$ cat config.mk
export PLATFORM = sky130hd
export DESIGN_NAME = rfpdl_ctrl
export DESIGN_NICKNAME = d
export VERILOG_FILES = /design/src/rtl/rfpdl_pkg.sv /design/src/rtl/rfpdl_ctrl.sv
export SDC_FILE = /design/constraint.sdc
export NUM_CORES = 1
export LEC_CHECK = 0
export BUFFER_PORTS_ARGS = -buffer_cell sky130_fd_sc_hd__buf_2
export CORE_AREA = 2 2 39 41
export CTS_CLUSTER_DIAMETER = 30
export DETAILED_ROUTE_END_ITERATION = 16
export DIE_AREA = 0 0 41 43
export GPL_ROUTABILITY_DRIVEN = 0
export GPL_TIMING_DRIVEN = 0
export HOLD_SLACK_MARGIN = 0.1
export PLACE_DENSITY = 0.77
export SLEW_MARGIN = 10
export SYNTH_ARGS = -nofsm -noshare
export SYNTH_HDL_FRONTEND = slang
export SYNTH_SLANG_ARGS = --single-unit
$ cat constraint.sdc
create_clock -name clk -period 1.4 [get_ports clk]
set_input_delay 0.14 -clock clk [delete_from_list [all_inputs] [get_ports clk]]
set_output_delay 0.14 -clock clk [all_outputs]
set_load 0.01 [all_outputs]
$ cat src/rtl/rfpdl_pkg.sv
// Shared types, constants and rounding helper of the power detector linearizer.
package rfpdl_pkg;

  localparam int SAMPLE_BITS_DEF = 12;
  localparam int MAX_AVERAGE     = 256;
  localparam int BAR_MAX         = 128;
  localparam int CNT_W           = 9;
  localparam int SUM_W           = 21;
  localparam int RAW_W           = 20;
  localparam int CORR_W          = 23;
  localparam int V_W             = 22;
  localparam int V2_W            = 24;
  localparam int V3_W            = 26;
  localparam int MUL_W           = 33;
  localparam int PROD_W          = 66;
  localparam int ACC_W           = 61;
  localparam int FRAC_W          = 16;
  localparam int EXP_W           = 5;
  localparam int LOG_W           = 22;
  localparam int TENTHS_W        = 11;
  localparam int BAR_W           = 8;
  localparam int ADDR_W          = 5;
  localparam int DATA_W          = 32;
  localparam int LOG_K           = 1972830;
  localparam int LOG_BIAS        = 24 * 65536;
  localparam int TENTHS_BELOW    = -990;
  localparam int TENTHS_MAX      = 600;
  localparam int TENTHS_OFFSET   = 300;

  typedef enum logic [2:0] {
    REG_SAMPLE_COUNT,
    REG_OFFSET_ADJUST,
    REG_CAL_FACTOR,
    REG_COEF_CONST,
    REG_COEF_LINEAR,
    REG_COEF_SQUARE,
    REG_COEF_CUBE,
    REG_POWER_MIN
  } reg_idx_t;

  typedef enum logic [4:0] {
    OP_NONE,
    OP_ACC,
    OP_CORR,
    OP_MUL_V,
    OP_RND_V,
    OP_MUL_V2,
    OP_RND_V2,
    OP_MUL_V3,
    OP_RND_V3,
    OP_MUL_C1,
    OP_MUL_C2,
    OP_MUL_C3,
    OP_ADD,
    OP_PWR,
    OP_NORM_LD,
    OP_NORM,
    OP_SQ_MUL,
    OP_SQ_UPD,
    OP_LOG_MUL,
    OP_LOG_RND,
    OP_LOAD
  } op_t;

  typedef struct packed {
    logic last;
    logic skip_log;
    logic norm_done;
    logic sq_done;
  } status_t;

  typedef struct packed {
    logic [CNT_W-1:0]  sample_count;
    logic signed [11:0] offset_adjust;
    logic [31:0]        cal_factor;
    logic signed [31:0] coef_const;
    logic signed [31:0] coef_linear;
    logic signed [31:0] coef_square;
    logic signed [31:0] coef_cube;
    logic [30:0]        power_min;
  } cfg_t;

  // Shift right by n, rounding to nearest with ties away from zero.
  function automatic logic signed [PROD_W-1:0] rshr(input logic signed [PROD_W-1:0] v,
                                                    input int unsigned n);
    logic [PROD_W-1:0] mag;
    mag = v[PROD_W-1] ? PROD_W'(-v) : PROD_W'(v);
    mag = (mag + (PROD_W'(1) << (n - 1))) >> n;
    return v[PROD_W-1] ? -$signed(mag) : $signed(mag);
  endfunction

endpackage

$ cat src/rtl/rfpdl_ctrl.sv
// Controller: sequences accumulation, polynomial, log2 and result hand-off.
module rfpdl_ctrl (
  input  logic               clk,
  input  logic               rst_n,
  input  logic               in_valid,
  output logic               in_ready,
  output logic               out_valid,
  input  logic               out_ready,
  input  rfpdl_pkg::status_t status,
  output rfpdl_pkg::op_t     op
);
  import rfpdl_pkg::*;

  typedef enum logic [4:0] {
    ST_IDLE, ST_CORR, ST_MUL_V, ST_RND_V, ST_MUL_V2, ST_RND_V2, ST_MUL_V3, ST_RND_V3,
    ST_MUL_C1, ST_ADD1, ST_MUL_C2, ST_ADD2, ST_MUL_C3, ST_ADD3, ST_PWR, ST_NORM_LD,
    ST_NORM, ST_SQ_MUL, ST_SQ_UPD, ST_LOG_MUL, ST_LOG_RND, ST_DONE
  } state_t;

  state_t state_r, state_nxt;
  logic   out_valid_r, out_valid_nxt;
  logic   slot_free;

  assign slot_free = !out_valid_r || out_ready;
  assign in_ready  = (state_r == ST_IDLE);
  assign out_valid = out_valid_r;

  always_comb begin
    state_nxt     = state_r;
    out_valid_nxt = out_valid_r && !out_ready;
    op            = OP_NONE;
    unique case (state_r)
      ST_IDLE: begin
        if (in_valid) begin
          op = OP_ACC;
          if (status.last) begin
            state_nxt = ST_CORR;
          end
        end
      end
      ST_CORR:   begin op = OP_CORR;   state_nxt = ST_MUL_V;  end
      ST_MUL_V:  begin op = OP_MUL_V;  state_nxt = ST_RND_V;  end
      ST_RND_V:  begin op = OP_RND_V;  state_nxt = ST_MUL_V2; end
      ST_MUL_V2: begin op = OP_MUL_V2; state_nxt = ST_RND_V2; end
      ST_RND_V2: begin op = OP_RND_V2; state_nxt = ST_MUL_V3; end
      ST_MUL_V3: begin op = OP_MUL_V3; state_nxt = ST_RND_V3; end
      ST_RND_V3: begin op = OP_RND_V3; state_nxt = ST_MUL_C1; end
      ST_MUL_C1: begin op = OP_MUL_C1; state_nxt = ST_ADD1;   end
      ST_ADD1:   begin op = OP_ADD;    state_nxt = ST_MUL_C2; end
      ST_MUL_C2: begin op = OP_MUL_C2; state_nxt = ST_ADD2;   end
      ST_ADD2:   begin op = OP_ADD;    state_nxt = ST_MUL_C3; end
      ST_MUL_C3: begin op = OP_MUL_C3; state_nxt = ST_ADD3;   end
      ST_ADD3:   begin op = OP_ADD;    state_nxt = ST_PWR;    end
      ST_PWR:    begin op = OP_PWR;    state_nxt = ST_NORM_LD; end
      ST_NORM_LD: begin
        op        = OP_NORM_LD;
        state_nxt = status.skip_log ? ST_DONE : ST_NORM;
      end
      ST_NORM: begin
        op = OP_NORM;
        if (status.norm_done) begin
          state_nxt = ST_SQ_MUL;
        end
      end
      ST_SQ_MUL: begin op = OP_SQ_MUL; state_nxt = ST_SQ_UPD; end
      ST_SQ_UPD: begin
        op        = OP_SQ_UPD;
        state_nxt = status.sq_done ? ST_LOG_MUL : ST_SQ_MUL;
      end
      ST_LOG_MUL: begin op = OP_LOG_MUL; state_nxt = ST_LOG_RND; end
      ST_LOG_RND: begin op = OP_LOG_RND; state_nxt = ST_DONE;    end
      ST_DONE: begin
        if (slot_free) begin
          op            = OP_LOAD;
          out_valid_nxt = 1'b1;
          state_nxt     = ST_IDLE;
        end
      end
      default: state_nxt = ST_IDLE;
    endcase
  end

  always_ff @(posedge clk) begin
    if (!rst_n) begin
      state_r     <= ST_IDLE;
      out_valid_r <= 1'b0;
    end else begin
      state_r     <= state_nxt;
      out_valid_r <= out_valid_nxt;
    end
  end

endmodule

Word level (Yosys, flattened, before mapping)
Cells that the tools add are included.

Eq/ne operators: 25. Multiplexer cells: 12. Reduce and logical (&&, ||, !) cells: 7.

Operators by type and width (number): $pmux W5 S22 (1); $pmux W5 S20 (1); $eq A5 B4 Y1 const B (8); $eq A5 B5 Y1 const B (6); $mux W5 (5); $eq A5 B3 Y1 const B (4); $eq A5 B2 Y1 const B (2); $ne A2 B2 Y1 const B (3); $eq A5 B1 Y1 const B (1); $logic_not A5 Y1 (1); $reduce_and A4 Y1 (1); $mux W1 (3); $mux W3 (1); $reduce_or A3 Y1 (1); $logic_not A1 Y1 (2); $mux W2 (1); $ne A2 B1 Y1 const B (1); $logic_and A1 B1 Y1 (1); $logic_or A1 B1 Y1 (1).

Register bits: 6. Input bits: 8. Output and inout port bits: 7. Word-level logic and storage cells: 46.

Longest topological paths before layout
Gate-level depths: netlist (run 1).

Depth in word-level cells: 4. Gate-level depth with buffers: 6. Mapped depth without buffers: 4.

Worst setup path before layout (run 1)
Ideal clock, no wire load.

Kind: register -> output. Start: register state_r[1]. End: output op[2]. Arrival time: 1.132 ns. Path slack: 0.128 ns. Stages on the path, launching flop included: 5. Path buffers: 1. Cells stage by stage: dfxtp_1 buf_4 or2_2 o22a_1 o221ai_1.

Longest elaborated chain between the ends: 3. Elaborated cells on any way between the ends: 24.

Ends and longest elaborated chain: start, declared (line rfpdl_ctrl.sv:20) `state_t state_r, state_nxt;`; start signal, assigned (line rfpdl_ctrl.sv:88) `state_r <= state_nxt;`; $eq A5 B4 Y1 (line rfpdl_ctrl.sv:32) `unique case (state_r)`; $reduce_or A3 Y1 (no source line); $pmux W5 S20 * (line rfpdl_ctrl.sv:32); end, declared (line rfpdl_ctrl.sv:10) `output rfpdl_pkg::op_t op`.

Mark *: on every way between the ends. The rest lies on a longest branch, timed or not.

Final worst setup path (run 1)
Start: register state_r[0]. End: output op[2].

Same word-level chain as after synthesis.

==> flow_summary_export.csv, run 1 <==
group,metric,value,unit
cts,cts-buffers-inserted,3,
die,die_area,0.00176,sq mm
global_route,grt_max_degree,11,
timing,relSlewSlack,0.764,
power,p_leak,0.425,nW
yosys,synthMuxAreaShare,0,
die,io_pins,15,
timing,worstMarginPinSlew,351,ps
drt,drt_iter0_markers,24,
drt,vias,753,
drt,drc,0,
timing,fmax,617,MHz
cts,htree_levels,1,
worst_hold_path,hp-class,"in2reg",
timing,hold_slack,166,ps
cts,clockBufferDepth,2,
cts,clkLatencyLatePin,240,ps
power,ir_drop,0.800,mV
cts,cts_tree,"done",
run,drv_cap,0,
yosys,synth-xor-area-share,0.0421,
drt,drt_wl_total,1870,um
yosys,syn_avg_cell_area,7.72,sq um
placement,pre_cts_slack,-13.6,ps
die,die_w,41,um
yosys,synth_seq_cells,6,
yosys,synth_warnings,0,
timing,skew,1.75,ps
global_route,antenna_found_initial,0,
yosys,syn-cell-area,594,sq um
yosys,yosysTopAreaCell,"dfxtp_1",
global_route,grt_pass1_vias,691,
yosys,syn_nets,85,
power,powerDensity,1970,mW/mm^2
die,core-area,0.00138,sq mm
critical_path,worst-path-max-fanout,5,
yosys,synth_top_family_by_area,"simple AND/OR/NAND/NOR gates",
critical_path,crit_type,"reg2out",
layout,num_antenna_cells,0,
timing,worst_slack,-220,ps
timing,drv_slew,0,
placement,hpwl,1010,um
critical_path,end_kind,"primary output",
global_route,overflow,0,
drt,vias_per_cell,5.98,
yosys,synth_cell_types,38,
yosys,synthSimpleGateAreaFrac,0.320,
global_route,track_usage,0.234,
placement,portBuffers,14,
outcome,outcome,"finished, violations left",
timing,rsz0062_at_grt,"yes",
critical_path,cp-start-kind,"register",
yosys,ys_top_cells_by_area,"dfxtp_1, buf_6, a21oi_1",
yosys,synth_top_area_frac,0.202,
yosys,synth_seq_area_share,0.202,
cts,path_clk_slew,40,ps
cts,ctsRootBufferMaster,"clkbuf_4",
drt,antenna_left,0,
layout,area_growth,55.6,%
outcome,failed_checks,"negative setup slack",
cts,cts_hold_buf,0,
layout,nets,120,
timing,fin_crit,1620,ps
global_route,grt_pass1_wl,2860,um
die,die_y,43,um
yosys,synth_compound_area_frac,0.318,
yosys,synthesis.instances,77,
die,start_util,0.429,
layout,drive_gt1_frac,0.536,
timing,setup_violations,6,
drt,first_pass_iters,4,
yosys,synthAdderAreaFrac,0,
timing,report.final.hold_viol_count,0,
drt,wire_per_inst,14.9,um
critical_path,cp.required,1260,ps
cts,cts_num_sinks,6,
die,rows,14,
critical_path,worst_ep_arrival_time,1480,ps
timing,finalCritPeriodShare,1.16,
layout by cell type (no fill, tap or decap), drive strengths merged, types with 3 or more instances in the layout:
cell and instances:
a31oi 3, nor2b 4, a21oi 6, o21ai 4, buf 38, dfxtp 6, clkbuf 3, nor3 3
nand3 4, nor2 8, nand2 4
cell families after synthesis:
kind of cell           count (synthesis)
AND/OR/NAND/NOR                       34
AO/OA/AOI/OAI                         27
buffers and inverters                  8
flip-flops                             6
XOR/XNOR                               2
through the flow:
| stage | power [W] | setup TNS (ps) | std cells | area (sq um) | utilization |
|---|---|---|---|---|---|
| after floorplan | 0.000997 | 0 | 77 | 594 | - |
| after global placement | 0.00122 | -7.83 | 107 | 684 | 0.495 |
| after detailed placement | 0.00124 | -13.6 | 107 | 684 | 0.495 |
| after CTS | 0.00171 | -301 | 124 | 895 | 0.646 |
| after global routing | 0.00195 | -946 | 126 | 925 | 0.668 |
| final | 0.00182 | -590 | 126 | 925 | 0.668 |
cell type report:
| type | count | area, sq um |
|---|---|---|
| plain buffers | 7 | 86.3 |
| clock buffers | 3 | 22.5 |
| fillers | 108 | 459 |
| multi-input cells | 63 | 467 |
| flip-flops and latches | 6 | 131 |
| well taps | 16 | 20.0 |
| repair buffers | 31 | 198 |
worst paths after layout:
path,startpoint,to,slack [ps],cells after the start
max reg2reg,state_r[0]$_SDFFE_PN0P_,state_r[2]$_SDFFE_PN0P_,50,6
max,state_r[0]$_SDFFE_PN0P_,op[2],-220,5
min,rst_n,state_r[2]$_SDFFE_PN0P_,170,2
min reg2reg,out_valid$_SDFF_PN0_,state_r[0]$_SDFFE_PN0P_,690,3
cells in the mapped netlist, drive strengths merged:
master / number
a21o: 2
nand4: 2
xor2: 1
nor2b: 4
o22ai: 2
a22oi: 1
o31a: 1
and3: 1
a211oi: 2
o221ai: 1
a21boi: 1
nand3: 4
nand2: 4
nand2b: 2
a2bb2oi: 1
or2: 1
and2: 1
nor2: 8
nor3b: 2
o311a: 1
nor4: 1
nor3: 3
o21ai: 4
dfxtp: 6
buf: 8
xnor2: 1
o21a: 1
nor4b: 1
a31oi: 3
a21oi: 6
o22a: 1
power by group:
group	internal [W]	switching [W]	leakage [nW]
Sequential	0.000222	0.0000396	0.0510
Combinational	0.000724	0.000673	0.360
Clock	0.0000969	0.0000622	0.0138
Total	0.00104	0.000775	0.425
flip-flops by register name (all words and copies together) (netlist names):
signal and cells:
state_r 5, out_valid 1
layer usage:
metal	global-route usage	up-vias	share of wire
met2	0.400	43	0.49
met5	0	-	0
met3	0.0681	8	0.073
met1	0.260	345	0.40
met4	0.0733	0	0.030
li1	-	357	-
critical path: stages, from the launching register on:
cell	delay, ps
dfxtp_4	340
buf_4	160
or2_4	250
o22a_1	160
o221ai_1	160
buf_2	160
what timing repair did:
item,CTS,global route
hold endpoints to repair,0,0
pin swaps,6,7
setup buffers,15,2
resized for setup,23,4
setup endpoints to repair,6,6
Power figures use the tool's default switching activity.
==> run 2, diff against run 1 <==
CORE_AREA = 4 4 41 43   (was 2 2 39 41)
DIE_AREA = 0 0 45 47   (was 0 0 41 43)
==> run 2 against run 1 <==
The flow still finishes with violations (negative setup slack). Maximum frequency rose by 4.4%. Register-to-register slack improved by 70 ps. Hold slack improved by 14 ps. Count of clock-buffer cells in the layout did not move. Final area fell by 4.5%. Total power rose by 0.99%. Critical path depth rose by 1. Largest cell class unchanged.
==> flow_summary_export.csv, run 2 (synthesis gave the netlist of run 1 again) <==
group,metric,value,unit
outcome,outcome,"finished, violations left",
outcome,failed_checks,"negative setup slack",
power,p_leak,0.383,nW
die,start_util,0.457,
die,die_w,45,um
layout,drive_gt1_frac,0.515,
drt,drt_wl_total,1980,um
critical_path,cp.required,1260,ps
critical_path,worst_ep_arrival_time,1410,ps
timing,relSlewSlack,0.754,
drt,antenna_left,0,
die,io_pins,15,
layout,nets,111,
global_route,grt_use_met3,0.0498,
die,rows,13,
run,drv_cap,0,
global_route,gr-usage-met1,0.203,
layout,registers.top_by_ff_count,"state_r",
global_route,grt_max_degree,11,
cts,cts_num_sinks,6,
die,core-area,0.00130,sq mm
layout,layout_common_cells,"buf_2, buf_4, buf_6, nor2_1, a21oi_1",
cts,path_clk_slew,40,ps
drt,vias_per_cell,6.20,
drt,drt_iter0_markers,22,
timing,fin_crit,1550,ps
critical_path,end_kind,"primary output",
drt,wire_per_inst,17.1,um
power,ir_drop,1.09,mV
placement,portBuffers,14,
timing,skew,2.71,ps
drt,drc,0,
timing,report.final.hold_viol_count,0,
layout,largest_reg_flops,5,
cts,ctsRootBufferMaster,"clkbuf_4",
timing,setup_violations,6,
timing,fmax,644,MHz
die,die_y,47,um
drt,vias,719,
die,die_area,0.00212,sq mm
timing,hold_slack,179,ps
global_route,antenna_found_initial,0,
cts,cts-buffers-inserted,3,
cts,cts_tree,"done",
critical_path,worst-path-max-fanout,7,
critical_path,crit_type,"reg2out",
global_route,track_usage,0.156,
critical_path,cp-start-kind,"register",
global_route,overflow,0,
layout,area_growth,48.6,%
timing,worst_slack,-152,ps
placement,dpl-instance-area,683,sq um
power,powerDensity,2080,mW/mm^2
worst_hold_path,hp-class,"in2reg",
cts,htree_levels,1,
global_route,top_usage_layer,"met2",
cts,clkLatencyLatePin,240,ps
cts,clockBufferDepth,2,
timing,drv_slew,0,
global_route,grt_pass1_wl,2440,um
timing,finalCritPeriodShare,1.11,
placement,hpwl,1050,um
drt,first_pass_iters,4,
layout,num_antenna_cells,0,
layout,final_common_cell,"buf_2",
global_route,grt_use_met2,0.260,
global_route,grt_pass1_vias,578,
timing,worstMarginPinSlew,367,ps
layout,stdcell_area,883,sq um
timing,rsz0062_at_grt,"yes",
==> run 2: layout make-up <==
class                   count  area [sq um]
plain buffers               7          90.1
flip-flops and latches      6           129
clock buffers               3          22.5
fillers                   106           418
multi-input cells          63           489
repair buffers             22           134
well taps                  15          18.8
==> run 2: per-layer routing <==
metal | vias up | share of wire | routed length, um
met5 | - | 0 | 0
met1 | 348 | 0.40 | 789
li1 | 340 | - | -
met4 | 0 | 0.026 | 51
met3 | 6 | 0.057 | 113
met2 | 25 | 0.52 | 1030
==> run 2: what timing repair did <==
item                                    4_1_cts  5_1_grt
pin swaps                                     7        6
hold endpoints to repair                      0        0
gates resized for setup                      10       24
hold buffers                                  0        0
buffers inserted                              4        4
cloned                                        0        0
endpoints found under the setup margin        6        6
==> run 2: critical path: stages (launching register included) <==
cell	delay [ps]
dfxtp_4	360
buf_8	140
xnor2_4	180
o22ai_2	90
a31oi_1	160
o22ai_1	100
buf_2	140
==> run 2: power by group <==
group          internal [W]  leakage [nW]  switching [W]
Clock             0.0000965        0.0138      0.0000561
Combinational      0.000712         0.319       0.000696
Sequential         0.000225        0.0507      0.0000516
Total               0.00103         0.383       0.000803
==> run 2: path summary, 6_finish.rpt <==
kind / startpoint / depth (start not counted) / endpoint / slack (ps)
max: state_r[0]$_SDFFE_PN0P_ / 6 / op[1] / -150
min: rst_n / 2 / state_r[2]$_SDFFE_PN0P_ / 180
max reg2reg: state_r[1]$_SDFFE_PN0P_ / 5 / state_r[1]$_SDFFE_PN0P_ / 120
min reg2reg: out_valid$_SDFF_PN0_ / 3 / state_r[0]$_SDFFE_PN0P_ / 700
==> run 2: per-stage QoR <==
| step | TNS, ps | instances | setup WS, ps | power, W | util |
|---|---|---|---|---|---|
| 6_report | -357 | 116 | -152 | 0.00184 | 0.679 |
| 5_1_grt | -696 | 116 | -214 | 0.00195 | 0.679 |
| 4_1_cts | -663 | 113 | -170 | 0.00154 | 0.595 |
| 3_5_place_dp | -3.36 | 106 | -3.36 | 0.00123 | 0.525 |
| 3_3_place_gp | -16.0 | 106 | -16.0 | 0.00123 | 0.525 |
| 2_1_floorplan | 0 | 77 | 128 | 0.000997 | - |
==> run 3, diff against run 2 <==
PLACE_DENSITY = default   (was 0.77)
PLACE_DENSITY_LB_ADDON = 0.15   (was default)
==> run 3 against run 2 <==
The flow still finishes with violations (negative setup slack). Critical path depth unchanged. Clock power rose by 9.8%. Utilization rose by 0.96 points. Global-route usage grew 0.35 points. Count of clock-buffer cells in the layout unchanged. Register-to-register slack got worse by 40 ps. Non-clock buffer count is the same. Final area grew 1.4%. Maximum frequency hardly changed. Sequential cell count did not move. Clock skew is 4.9 ps higher. Critical path type unchanged.
==> flow_summary_export.csv, run 3 (synthesis gave the netlist of run 1 again) <==
group,metric,value,unit
worst_hold_path,min_path_cells,2,
placement,portBuffers,14,
layout,final_common_cell,"buf_2",
timing,relSlewSlack,0.768,
drt,vias_per_cell,5.98,
timing,finalSetupTns,-461,ps
worst_hold_path,holdCritStartpoint,"rst_n",
layout,stdcell_area,896,sq um
cts,cts_num_sinks,6,
power,p_int,0.000993,W
die,io_pins,15,
global_route,grt_pass1_wl,2450,um
timing,worst_slack,-152,ps
global_route,track_usage,0.159,
outcome,failed_checks,"negative setup slack",
drt,antenna_left,0,
worst_hold_path,hold_end,"state_r[2]$_SDFFE_PN0P_",
critical_path,reg2reg_depth,5,
timing,drv_slew,0,
drt,drt_wl_total,1730,um
power,comb_power_share,0.745,
die,core-area,0.00130,sq mm
timing,rsz0062_at_grt,"yes",
critical_path,reg2reg_from,"state_r[1]$_SDFFE_PN0P_",
power,finalPower,0.00176,W
die,die_w,45,um
cts,clockBufferDepth,2,
cts,ctsRootBufferMaster,"clkbuf_4",
power,ir_drop,1.16,mV
timing,setup_violations,6,
outcome,outcome,"finished, violations left",
critical_path,cp.required,1260,ps
die,die_y,47,um
layout,largest_reg_flops,5,
drt,drt_iter0_markers,16,
timing,hold_slack,156,ps
global_route,antenna_found_initial,0,
worst_hold_path,hp-class,"in2reg",
cts,cts-buffers-inserted,3,
run,drv_cap,0,
critical_path,worst_ep_arrival_time,1410,ps
global_route,grt_pass1_vias,570,
critical_path,crit_type,"reg2out",
layout,registers.top_by_ff_count,"state_r",
power,switchingPower,0.000771,W
drt,wire_per_inst,14.9,um
power,powerDensity,1970,mW/mm^2
critical_path,reg2reg_slack,80,ps
global_route,grt_max_degree,11,
layout,drive_gt1_frac,0.495,
drt,drc,0,
cts,cts_tree,"done",
power,p_leak,0.391,nW
placement,hpwl,1070,um
timing,fin_crit,1550,ps
timing,report.final.hold_viol_count,0,
timing,fmax,644,MHz
cts,htree_levels,1,
critical_path,cp-start-kind,"register",
die,start_util,0.457,
drt,first_pass_iters,4,
cts,cts_hold_buf,0,
global_route,overflow,0,
layout,num_antenna_cells,0,
die,rows,13,
timing,worstMarginPinSlew,343,ps
critical_path,crit-reg2reg-capture,"state_r[4]$_SDFFE_PN0P_",
die,die_area,0.00212,sq mm
timing,skew,7.57,ps
layout,n_fill_cell,114,
layout,area_growth,50.7,%
power,power_frac_clock,0.095,
layout,layout_common_cells,"buf_2, buf_4, nor2_1",
cts,path_clk_slew,50,ps
layout,nets,111,
drt,vias,694,
power,seqPwrFrac,0.159,
power,switching_share,0.437,
placement,dpl-instance-area,683,sq um
cts,clkLatencyLatePin,260,ps
timing,finalCritPeriodShare,1.11,
critical_path,worst-path-max-fanout,7,
critical_path,end_kind,"primary output",
==> run 3: worst max path at each step <==
stage / start / endpoint / slack (ps) / depth (start not counted)
floorplan: state_r[1]$_SDFFE_PN0P_ / op[2] / 130 / 4
global placement: state_r[1]$_SDFFE_PN0P_ / op[1] / 3 / 7
detailed placement: state_r[1]$_SDFFE_PN0P_ / op[1] / 4 / 7
CTS: state_r[1]$_SDFFE_PN0P_ / op[1] / -210 / 7
global route: state_r[0]$_SDFFE_PN0P_ / op[1] / -200 / 6
finish: state_r[0]$_SDFFE_PN0P_ / op[1] / -150 / 6
==> run 3: worst max-delay path, cell delays in order, from the launching register on <==
cell	delay, ps
dfxtp_4	360
buf_12	140
xnor2_4	180
o22ai_2	100
a31oi_1	140
o22ai_1	90
buf_2	140
==> run 3: through the flow <==
stage	std cells	worst slack [ps]	utilization
2_1_floorplan	77	128	-
3_3_place_gp	106	2.71	0.525
3_5_place_dp	106	4.06	0.525
4_1_cts	112	-205	0.589
5_1_grt	116	-201	0.688
6_report	116	-152	0.688
==> run 3: timing repair <==
action	in CTS	in global routing
endpoints found under the setup margin	6	9
pin swaps	6	6
setup buffers	3	5
resized for setup	10	21
endpoints found under the hold margin	0	0
==> run 3: power by group through the flow <==
stage                     Sequential (W)  Clock (W)  Combinational [W]
final                           0.000281   0.000168            0.00131
after CTS                       0.000252   0.000174            0.00111
after global placement          0.000247          0           0.000984
after global routing            0.000281   0.000187            0.00141
after detailed placement        0.000246          0           0.000994
after floorplan                 0.000240          0           0.000757
==> run 3: layout make-up <==
type | instances | area [sq um] | share of cell area
buffer | 7 | 87.6 | 0.0978
timing repair buffer | 22 | 155 | 0.173
sequential | 6 | 131 | 0.147
multi-input combinational | 63 | 480 | 0.536
tap | 15 | 18.8 | 0.0209
clock buffer | 3 | 22.5 | 0.0251
==> run 3: layer usage <==
metal  up-vias  GRT usage  routed length, um
li1        336          -                  -
met1       327      0.200                756
met2        26      0.251                817
met3         5     0.0651                122
met4         0     0.0468                 29
met5         -          0                  0
